$ cat src/rtl/mcob_pkg.sv
//------------------------------------------------------------------------------
// MP4 chunk offset builder package
// Shared widths, command and register codes, and the lookup query type
// that travels down the table cell chain.
//------------------------------------------------------------------------------
`default_nettype none

package mcob_pkg;

   localparam int DATA_W          = 32;
   localparam int TABLE_DEPTH_DEF = 64;
   localparam int ENTRY_COUNT_W   = 7;
   localparam int ENTRY_INDEX_W   = 6;
   localparam int MAX_OPENINGS    = 64;
   localparam int OPEN_CNT_W      = $clog2(MAX_OPENINGS + 1);

   localparam int CMD_W = 2;
   localparam logic [CMD_W-1:0] CMD_LOAD   = 2'd0;
   localparam logic [CMD_W-1:0] CMD_SAMPLE = 2'd1;
   localparam logic [CMD_W-1:0] CMD_DRAIN  = 2'd2;

   localparam int CSR_INDEX_W = 2;
   localparam logic [CSR_INDEX_W-1:0] CSR_BASE_OFFSET = 2'd0;
   localparam logic [CSR_INDEX_W-1:0] CSR_CHUNK_COUNT = 2'd1;
   localparam logic [CSR_INDEX_W-1:0] CSR_ENTRY_COUNT = 2'd2;

   typedef struct packed {
      logic              found;
      logic [DATA_W-1:0] chunk;
      logic [DATA_W-1:0] count;
   } query_type;

endpackage

`default_nettype wire

$ cat src/rtl/mcob_cell.sv
//------------------------------------------------------------------------------
// Sample-to-chunk table cell
// Holds one table entry and matches the lookup query passing through it
// against its own first chunk and its right neighbor's first chunk.
//------------------------------------------------------------------------------
`default_nettype none

module mcob_cell
   import mcob_pkg::*;
(
   input  logic              clock,
   input  logic              reset,
   input  logic              load_en,
   input  logic [DATA_W-1:0] load_first,
   input  logic [DATA_W-1:0] load_samples,
   input  logic              active,
   input  logic              last,
   input  logic [DATA_W-1:0] next_first,
   input  logic              up_valid,
   input  query_type         up_query,
   output logic [DATA_W-1:0] first,
   output logic              dn_valid,
   output query_type         dn_query
);

   logic [DATA_W-1:0] first_ff;
   logic [DATA_W-1:0] first_in;
   logic [DATA_W-1:0] samples_ff;
   logic [DATA_W-1:0] samples_in;
   logic              dn_valid_ff;
   logic              dn_valid_in;
   query_type         dn_query_ff;
   query_type         dn_query_in;
   logic              hit;

   assign hit = active && !up_query.found && (up_query.chunk >= first_ff) &&
                (last || (up_query.chunk < next_first));

   always_comb begin
      first_in          = load_en ? load_first : first_ff;
      samples_in        = load_en ? load_samples : samples_ff;
      dn_valid_in       = up_valid;
      dn_query_in       = up_query;
      dn_query_in.found = up_query.found | hit;
      if (hit) begin
         dn_query_in.count = samples_ff;
      end
   end

   always_ff @(posedge clock) begin
      if (reset) begin
         dn_valid_ff <= 1'b0;
      end else begin
         dn_valid_ff <= dn_valid_in;
      end
   end

   always_ff @(posedge clock) begin
      first_ff    <= first_in;
      samples_ff  <= samples_in;
      dn_query_ff <= dn_query_in;
   end

   assign first    = first_ff;
   assign dn_valid = dn_valid_ff;
   assign dn_query = dn_query_ff;

endmodule

`default_nettype wire

$ cat config.mk
export PLATFORM = sky130hd
export DESIGN_NAME = mcob_cell
export DESIGN_NICKNAME = d
export VERILOG_FILES = /design/src/rtl/mcob_pkg.sv /design/src/rtl/mcob_cell.sv
export SDC_FILE = /design/constraint.sdc
export NUM_CORES = 1
export LEC_CHECK = 0
export BUFFER_PORTS_ARGS = -buffer_cell sky130_fd_sc_hd__clkbuf_2
export CAP_MARGIN = 20
export CELL_PAD_IN_SITES_DETAIL_PLACEMENT = 1
export CELL_PAD_IN_SITES_GLOBAL_PLACEMENT = 1
export CORE_MARGIN = 8
export CORE_UTILIZATION = 38
export CTS_CLUSTER_SIZE = 28
export DETAILED_ROUTE_END_ITERATION = 8
export PLACE_DENSITY_LB_ADDON = 0.1
export SYNTH_ARGS = -nofsm -noshare
export SYNTH_HDL_FRONTEND = slang
export SYNTH_SLANG_ARGS = --single-unit
$ cat constraint.sdc
create_clock -name clock -period 6.51 [get_ports clock]
set_input_delay 0.651 -clock clock [delete_from_list [all_inputs] [get_ports clock]]
set_output_delay 0.651 -clock clock [all_outputs]
set_load 0.01 [all_outputs]
# Word-level counts from Yosys, hierarchy flattened

Cells that the tools add are included.

Bits of input ports: 167
Bits in registers: 130
Logic and storage cells: 15

Bitwise logic cells: 1
$lt $le $gt $ge: 2
Muxes and demuxes: 1
Reductions and logical operators: 5

Operators with widths:

| kind              | count |
|---|---|
| $ge 32x32->1      | 1 |
| $lt 32x32->1      | 1 |
| $mux 32           | 1 |
| $logic_and 1x1->1 | 3 |
| $logic_not 1->1   | 1 |
| $logic_or 1x1->1  | 1 |
| $or 1x1->1        | 1 |

# Logic depth before layout (Yosys ltp)

Gate-level depths: netlist (run 1).

Depth in word-level cells: 5
Depth in mapped cells: 9

# Least setup slack after synthesis (run 1)

No wires, ideal clock.

Path type: in2reg
From: input next_first[30]
To: register dn_query_ff (netlist bit dn_query[10])
Cell stages on the path: 8
Setup slack: 3.636 ns
Data required time: 6.389 ns
Buffers on the path: 1
Library setup time: 0.121 ns
Arrival: 2.753 ns
Path through: inv_1 -> ha_1 -> nand4_2 -> or4_1 -> or3_1 -> o221ai_4 -> buf_6 -> mux2_4

RTL lines:

| what                 | RTL line        | source |
|---|---|---|
| from (decl)          | mcob_cell.sv:18 | `input logic [DATA_W-1:0] next_first,` |
| to (signal assigned) | mcob_cell.sv:61 | `dn_query_ff <= dn_query_in;` |
| to (decl)            | mcob_cell.sv:32 | `query_type dn_query_ff;` |

==> flow_summary.ini, run 1 <==
[worst_setup_path]
reg2regPathDepth = 9
startpoint_type = flop
crit_fanout = 33
reg2reg_slack_ps = 3440
r2r_start = first[31]$_DFFE_PP_
crit_arrival_ps = 3370
rr_endpoint = dn_query[2]$_DFF_P_
cp-end-kind = flop
crit_type = reg -> reg
cp.required_ps = 6810

[clock_tree]
clk_pin_slew_ps = 60
cts_setup_buffers = 0
clk_latency_ps = 420
htreeDepth = 4
clk_path_buf_depth = 2
clock-sinks = 130
cts_tree = built
numCtsBuffers = 17
cts_resized = 0
cts_root_buf = clkbuf_16
holdBufCountCts = 0

[placed_design]
hpwlAfterDp_mm = 13.1
port_buffers = 264
gp_congestion = 0.782
dpl_cell_area_sq_mm = 0.00690
placedCellCount = 838

[route]
first_pass_iters = 4
drcViolationCount = 0
route.vias.total = 4060
via_per_inst = 4.67
drt_iter0_markers = 85
drt_wl_total_mm = 15.9
route.detailed.wl_per_inst_um = 18.2
antenna_left = 0

[timing]
final-hold-violation-count = 0
clock_skew_ps = 10.5
finalSetupViolCount = 0
rsz0062_at_grt = false
timing.final.crit_share_pct = 47.1
max_slew_margin_pct = 43.4
maxSlewViolCount = 0
fmax_ghz = 0.326
min_period_ps = 3070
fin_setup_tns_ps = 0
worst_slew_pin_slew_ps = 849

[power_and_ir_drop]
p_leak_nw = 3.85
vdd_ir_drop_max_uv = 187
total_power_w = 0.00212
p_per_area_mw_per_mm2 = 285

[yosys]
syn-num-nets = 625
synth.avg_cell_area_sq_um = 13.6
synth.distinct_cells = 36
yosysTopAreaCell = edfxtp_1
ys_ff_latch = 130
seq_area_frac_synth_pct = 60.3
synth_area_sq_mm = 0.00537
synth_warnings = 0
synthTopCellsByArea = edfxtp_1 (36%), dfxtp_1 (25%), ha_1 (15%), mux2_4 (8.1%), inv_1 (4.5%)
async_reset_ff_share_pct = 0
synthTopCellsByCount = dfxtp_1 (66), inv_1 (65), edfxtp_1 (64)
synth-edff-count = 64
synthCells = 395
ys.flop_type = dfxtp_1
synth_top_area_share_pct = 35.8
synthMostInstantiatedCell = dfxtp_1

[global_route]
grt_start_max_net_pins = 65
grtUsageTotal_pct = 17.5
grt_antenna_before_repair = 1
grt_pass1_vias = 4732
grt_pass1_wl_mm = 24.1
grt_overflow = 0

[floorplanning]
placementRows = 43
initial_core_util_pct = 38.9
die_x_um = 135
die-area_sq_mm = 0.0182
die_y_um = 135
io_pins = 265
core_sq_mm = 0.0138

[worst_hold_path]
min_path_type = in -> reg
hold_path_depth = 1
hold_path_end = dn_query[32]$_DFF_P_
hold_start = up_query[32]

[outcome]
status = finished, final reports clean

[cells_and_area]
antenna_cells = 0
area_growth_pct = 38.8
drive_gt1_share_pct = 48.1
fin_nets = 907
finalNonFillerCells = 870
final_area_sq_mm = 0.00746

[flow_run]
maxCapViolCount = 0
per-stage QoR:
stage / util (%) / setup WS [ps] / hold slack, ps
after floorplan: - / 3640 / 449
after global routing: 53.9 / 3220 / 345
final: 53.9 / 3440 / 364
after detailed placement: 49.9 / 3090 / 461
after global placement: 49.9 / 3150 / 453
after CTS: 53.9 / 3440 / 341
registers in the layout, summed over array words and instances (netlist names):
name	flops
samples_ff	32
first	32
dn_query	65
dn_valid	1
how the worst max path moves through the flow:
stage,endpoint,slack (ps),from,depth (start not counted)
finish,dn_query[2]$_DFF_P_,3440,first[31]$_DFFE_PP_,9
global route,dn_query[7]$_DFF_P_,3220,first[31]$_DFFE_PP_,9
CTS,dn_query[15]$_DFF_P_,3440,first[31]$_DFFE_PP_,9
detailed placement,dn_query[31]$_DFF_P_,3090,next_first[30],9
global placement,dn_query[1]$_DFF_P_,3150,next_first[30],9
floorplan,dn_query[10]$_DFF_P_,3640,next_first[30],8
per-layer routing:
metal | part of all wire, % | wire, um | GRT usage [%] | up-vias
met4 | 1.9 | 294 | 7.24 | 2
met2 | 53 | 8350 | 31.4 | 163
met3 | 11 | 1670 | 8.54 | 24
met5 | 0.063 | 10 | 0 | -
met1 | 35 | 5540 | 16.7 | 1898
li1 | - | - | - | 1973
cells by family (layout without fill, tap and decap cells):
group                    Yosys count  after routing  share of synthesized area [%]
adder cells (fa/ha/maj)           63             63                           14.7
buffers and inverters             68            363                           5.17
AND/OR/NAND/NOR                   49             49                           4.75
flip-flops                       130            130                           60.3
AO/OA/AOI/OAI                     53             53                           6.33
multiplexers                      32             32                           8.73
cell usage in the layout, fill, tap and decap left out, types with 5 or more instances in the layout:
| master | n |
|---|---|
| clkbuf_2 | 263 |
| dfxtp_1 | 66 |
| inv_1 | 65 |
| edfxtp_1 | 64 |
| ha_1 | 63 |
| mux2_4 | 29 |
| a21oi_1 | 24 |
| nand2_1 | 17 |
| clkbuf_16 | 17 |
| nand4_1 | 8 |
| o21ai_0 | 8 |
| clkinvlp_4 | 6 |
| nand3_1 | 5 |
| inv_6 | 5 |
critical path, stage by stage, from the launching register on:
cell      delay [ps]
edfxtp_1         350
inv_1             70
ha_1             330
nand4_1          210
nor4_1           680
nand3_1          140
o22ai_1          320
o221ai_4         130
buf_4            340
mux2_4           360
where the power goes:
| group | total (W) | internal [W] | switching (W) |
|---|---|---|---|
| logic | 0.000277 | 0.000134 | 0.000142 |
| registers | 0.000946 | 0.000924 | 0.0000218 |
| clock network | 0.000901 | 0.000528 | 0.000372 |
area by class of cell:
type / count / area [sq um]
fill: 1527 / 6370
sequential: 130 / 3240
multi-input combinational: 197 / 1850
timing repair buffer: 266 / 1340
clock buffer: 18 / 429
inverter: 65 / 244
tap: 180 / 225
clock inverter: 14 / 129
(Power assumes the default switching activity.)
==> run 2: changes to the inputs <==
--- a/config.mk
+++ b/config.mk
@@ -10,7 +10,7 @@
 export CELL_PAD_IN_SITES_DETAIL_PLACEMENT = 1
 export CELL_PAD_IN_SITES_GLOBAL_PLACEMENT = 1
 export CORE_MARGIN = 8
-export CORE_UTILIZATION = 38
+export CORE_UTILIZATION = 35
 export CTS_CLUSTER_SIZE = 28
 export DETAILED_ROUTE_END_ITERATION = 8
 export PLACE_DENSITY_LB_ADDON = 0.1
==> constraint.sdc (replaced) <==
create_clock -name clock -period 3.1 [get_ports clock]
set_input_delay 0.31 -clock clock [delete_from_list [all_inputs] [get_ports clock]]
set_output_delay 0.31 -clock clock [all_outputs]
set_load 0.01 [all_outputs]
==> run 2 against run 1 <==
  * Count of clock-buffer cells in the layout unchanged
  * Sequential power up 110%
  * Global-route usage down 0.76 points
  * Combinational power up 110%
  * Utilization down 4.2 points
  * Largest power group unchanged
  * First-iteration DRC count up 28%
  * Clock skew down 2.7 ps
  * Hold slack worse by 340 ps
==> flow_summary.ini, run 2 (synthesized netlist as in run 1, its figures left out) <==
[placed_design]
port_buffers = 264
gp_congestion = 0.756
hpwlAfterDp_mm = 13.6

[clock_tree]
cts_setup_buffers = 0
holdBufCountCts = 0
numCtsBuffers = 17
clk_pin_slew_ps = 60
cts_resized = 0
clk_latency_ps = 420
htreeDepth = 4
clk_path_buf_depth = 2
cts_root_buf = clkbuf_16
clock-sinks = 130
cts_tree = built

[worst_setup_path]
cp_top_family = compound AO/OA/AOI/OAI gates
crit_fanout = 33
critical_path.cell_chain = ha_1 > nand2b_1 > a2111oi_0 > o31a_1 > o22ai_1 > o221ai_4 > buf_12 > mux2_2
crit_arrival_ps = 3010
cp-end-kind = flop
cp.required_ps = 3410
crit_buf_inv = 1
slowest_stage = a2111oi_0
startpoint_type = flop
critPathMaxStageDelay_ps = 510
crit_type = reg -> reg

[floorplanning]
placementRows = 45
die_y_um = 140
die-area_sq_mm = 0.0196
core_sq_mm = 0.0151
die_x_um = 140
initial_core_util_pct = 35.6
io_pins = 265

[power_and_ir_drop]
switchingPower_w = 0.00114
vdd_ir_drop_max_uv = 328
p_seq_share_pct = 44.3
p_comb_share_pct = 13.2
p_leak_nw = 3.88
p_clk_share_pct = 42.5
netSwitchingFraction_pct = 25.4
p_per_area_mw_per_mm2 = 596
intPower_w = 0.00334

[global_route]
grt_pass1_vias = 4741
grt_pass1_wl_mm = 25.0
grt_antenna_before_repair = 0
grt_start_max_net_pins = 35
grt_overflow = 0
grtUsageTotal_pct = 16.8

[route]
drt_wl_total_mm = 16.2
first_pass_iters = 4
drcViolationCount = 0
route.vias.total = 4042
drt_iter0_markers = 109
via_per_inst = 4.60
route.detailed.wl_per_inst_um = 18.4
antenna_left = 0

[timing]
final-hold-violation-count = 0
max_slew_margin_pct = 47.7
maxSlewViolCount = 0
finalSetupViolCount = 0
rsz0062_at_grt = false
timing.final.crit_share_pct = 87.1
worst_slew_pin_slew_ps = 784
fin_setup_tns_ps = 0
min_period_ps = 2700
fmax_ghz = 0.370
clock_skew_ps = 7.78

[worst_hold_path]
min_path_type = in -> reg

[cells_and_area]
area_growth_pct = 39.7
antenna_cells = 0
mostFrequentLayoutCell = clkbuf_2
fin_nets = 908
largest_reg_flops = 65
drive_gt1_share_pct = 48.2
utilization_pct = 49.7
mostFrequentLayoutCells = clkbuf_2 (263), dfxtp_1 (66), inv_1 (65), edfxtp_1 (64), ha_1 (63)

[outcome]
status = finished, final reports clean

[flow_run]
maxCapViolCount = 0
[run 2: worst paths after layout]
kind / start / end / slack [ps] / depth (start not counted)
worst max-delay path: first[0]$_DFFE_PP_ / dn_query[0]$_DFF_P_ / 400 / 8
worst min-delay path: up_query[32] / dn_query[32]$_DFF_P_ / 20 / 1
worst max register to register: first[0]$_DFFE_PP_ / dn_query[0]$_DFF_P_ / 400 / 8
worst min register to register: samples_ff[29]$_DFFE_PP_ / dn_query[29]$_DFF_P_ / 470 / 1
[run 2: power by group through the flow]
stage / Sequential [W] / Clock (W) / Combinational (W)
finish: 0.00198 / 0.00190 / 0.000589
detailed placement: 0.00202 / 0 / 0.000599
floorplan: 0.00206 / 0 / 0.000236
global route: 0.00200 / 0.00203 / 0.000661
global placement: 0.00201 / 0 / 0.000575
CTS: 0.00199 / 0.00195 / 0.000605
[run 2: stage by stage]
| stage | hold WS, ps | instance area (sq um) | setup WS, ps | power (W) | cells |
|---|---|---|---|---|---|
| 2_1_floorplan | 338 | 5370 | 567 | 0.00230 | 395 |
| 3_3_place_gp | 440 | 6940 | 325 | 0.00259 | 847 |
| 3_5_place_dp | 443 | 6940 | 272 | 0.00262 | 847 |
| 4_1_cts | 2.83 | 7500 | 361 | 0.00454 | 879 |
| 5_1_grt | 7.69 | 7500 | 237 | 0.00468 | 879 |
| 6_report | 22.2 | 7500 | 399 | 0.00448 | 879 |
[run 2: final cells by class]
class	instances	area [sq um]
Clock buffer	18	429
Multi-Input combinational cell	197	1850
Timing Repair Buffer	267	1370
Clock inverter	14	131
Inverter	65	244
Sequential cell	130	3240
Tap cell	188	235
Fill cell	1688	7580
[run 2: layer usage]
| layer | GRT usage [%] | up-vias | part of all wire [%] |
|---|---|---|---|
| met4 | 7.03 | 0 | 2.6 |
| met1 | 16.1 | 1889 | 36 |
| li1 | - | 1968 | - |
| met2 | 30.6 | 158 | 52 |
| met5 | 0 | - | 0 |
| met3 | 7.54 | 27 | 8.7 |
==> run 3: changes to the inputs <==
--- a/config.mk
+++ b/config.mk
@@ -5,12 +5,13 @@
 export SDC_FILE = /design/constraint.sdc
 export NUM_CORES = 1
 export LEC_CHECK = 0
+export ABC_AREA = 1
 export BUFFER_PORTS_ARGS = -buffer_cell sky130_fd_sc_hd__clkbuf_2
 export CAP_MARGIN = 20
 export CELL_PAD_IN_SITES_DETAIL_PLACEMENT = 1
 export CELL_PAD_IN_SITES_GLOBAL_PLACEMENT = 1
 export CORE_MARGIN = 8
-export CORE_UTILIZATION = 35
+export CORE_UTILIZATION = 34
 export CTS_CLUSTER_SIZE = 28
 export DETAILED_ROUTE_END_ITERATION = 8
 export PLACE_DENSITY_LB_ADDON = 0.1
==> run 3 against run 2 <==
  * Clock power increased by 13%
  * Utilization down 1.3 points
  * Final cell count increased by 16%
  * Die area is 3.2% higher
  * Largest power group is now clock
==> flow_summary.ini, run 3 <==
[outcome]
status = finished, final reports clean

[yosys]
synth.distinct_cells = 21
synthTopCellsByArea = edfxtp_1 (36%), dfxtp_1 (24%), ha_1 (15%), nand2_1 (8.4%), inv_1 (5.6%)
synth_area_sq_mm = 0.00541
synthCells = 512
ys_ff_latch = 130
ys.flop_type = dfxtp_1
synthTopCellsByCount = nand2_1 (121), inv_1 (81), dfxtp_1 (66)
synthMostInstantiatedCell = nand2_1
synth_top_area_share_pct = 35.5
synth_warnings = 0
synth.avg_cell_area_sq_um = 10.6
yosysTopAreaCell = edfxtp_1
synth-edff-count = 64
seq_area_frac_synth_pct = 59.9
syn-num-nets = 742
async_reset_ff_share_pct = 0

[cells_and_area]
final_area_sq_mm = 0.00760
mostFrequentLayoutCell = clkbuf_2
fillCellCount = 1863
area_growth_pct = 40.5
drive_gt1_share_pct = 37.7
largest_reg_flops = 65
antenna_cells = 0
mostFrequentLayoutCells = clkbuf_2 (263), nand2_1 (121), inv_1 (81), dfxtp_1 (66), edfxtp_1 (64)
fin_nets = 1020

[placed_design]
dpl_cell_area_sq_mm = 0.00697
gp_congestion = 0.792
hpwlAfterDp_mm = 13.7
port_buffers = 264

[timing]
max_slew_margin_pct = 45.8
fin_setup_tns_ps = 0
min_period_ps = 2150
timing.final.crit_share_pct = 69.2
clock_skew_ps = 11.4
maxSlewViolCount = 0
final-hold-violation-count = 0
rsz0062_at_grt = false
worst_slew_pin_slew_ps = 813
finalSetupViolCount = 0
fmax_ghz = 0.466

[power_and_ir_drop]
p_per_area_mw_per_mm2 = 621
p_leak_nw = 4.09
vdd_ir_drop_max_uv = 356

[clock_tree]
htreeDepth = 4
numCtsBuffers = 17
clk_pin_slew_ps = 60
cts_tree = built
clock-sinks = 130
clk_path_buf_depth = 2
cts_resized = 0
holdBufCountCts = 0
cts_setup_buffers = 0
clk_latency_ps = 420
cts_root_buf = clkbuf_16

[flow_run]
maxCapViolCount = 0

[route]
drt_iter0_markers = 141
route.detailed.wl_per_inst_um = 16.5
antenna_left = 0
route.vias.total = 4510
drcViolationCount = 0
drt_wl_total_mm = 16.8
first_pass_iters = 4
via_per_inst = 4.43

[floorplanning]
die_y_um = 142
io_pins = 265
initial_core_util_pct = 34.4
die-area_sq_mm = 0.0202
core_sq_mm = 0.0157
die_x_um = 142
placementRows = 46

[global_route]
met3_usage_pct = 7.41
grt_pass1_wl_mm = 25.9
grt_antenna_before_repair = 0
grt_overflow = 0
grt_pass1_vias = 5128
busiest_layer = met2
met1_usage_pct = 16.5
grt_start_max_net_pins = 34
grtUsageTotal_pct = 16.9
grt_use_met2_pct = 31.1

[worst_setup_path]
slowest_stage = edfxtp_1
cp-end-kind = flop
crit_arrival_ps = 2450
critical_path.cell_chain = inv_1 > ha_1 > a21oi_1 > nor2_1 > nor3_1 > nand2_1 > a21oi_1 > a21oi_4 > buf_4 > nand3_1 > nand2_1
crit_fanout = 32
cp.required_ps = 3400
critPathMaxStageDelay_ps = 390
startpoint_type = flop
crit_type = reg -> reg

[worst_hold_path]
min_path_type = in -> reg
==> run 3: changes by cell type after synthesis, moves of 3 or more <==
cell	before	now
nor2_1	4	18
nand2b_1	4	0
buf_2	0	3
nand4_1	8	4
nand2_1	17	121
nand3_1	5	37
mux2_2	3	0
mux2_4	29	0
a21oi_1	24	29
buf_4	0	3
inv_1	65	81
==> run 3: logic make-up (layout without fill, tap and decap cells) <==
group,count (synthesis),in the layout,share of synthesized area (%)
compound gates,43,43,4.42
fa+ha+maj,63,63,14.6
buf+inv,92,383,7.08
flops,130,130,59.9
simple gates,184,184,14.0
==> run 3: final cells by class <==
type	instances	area (sq um)	share of cell area [%]
clock buffer	18	429	5.64
clock inverter	14	201	2.65
inverter	83	312	4.10
multi-input combinational	290	1790	23.5
sequential	130	3240	42.6
tap	216	270	3.55
timing repair buffer	268	1360	17.9
==> run 3: per-layer routing <==
metal,routed length [um],up-vias
met4,242,0
li1,-,2237
met3,1520,17
met1,6130,2106
met2,8890,150
met5,0,-
==> run 3: where the power goes <==
| part | internal, W | total (W) | switching (W) |
|---|---|---|---|
| clock | 0.00136 | 0.00215 | 0.000787 |
| combinational | 0.000253 | 0.000589 | 0.000336 |
| sequential | 0.00194 | 0.00199 | 0.0000476 |
==> run 3: worst max-delay path, delay by kind of cell (launching register included) <==
family / cells / cell delay [ps]
AOI/OAI and AO/OA: 3 / 590
and+or+nand+nor: 5 / 500
DFF: 1 / 390
buffers and inverters: 2 / 320
adders and majority gates: 1 / 240
==> run 3: worst paths after layout <==
path / from / slack, ps / to / cells past startpoint
max: first[29]$_DFFE_PP_ / 950 / dn_query[13]$_DFF_P_ / 11
max reg2reg: first[29]$_DFFE_PP_ / 950 / dn_query[13]$_DFF_P_ / 11
min reg2reg: samples_ff[12]$_DFFE_PP_ / 480 / dn_query[12]$_DFF_P_ / 2
min: up_query[32] / 30 / dn_query[32]$_DFF_P_ / 1
==> run 3: per-stage QoR <==
step	std cells	power (W)	setup WS, ps	hold WS (ps)	utilization (%)
after CTS	1019	0.00481	829	4.12	48.4
after global placement	987	0.00260	905	445	44.4
final	1019	0.00473	953	25.8	48.4
after global routing	1019	0.00495	609	4.19	48.4
after detailed placement	987	0.00263	847	450	44.4
after floorplan	512	0.00230	1280	338	-
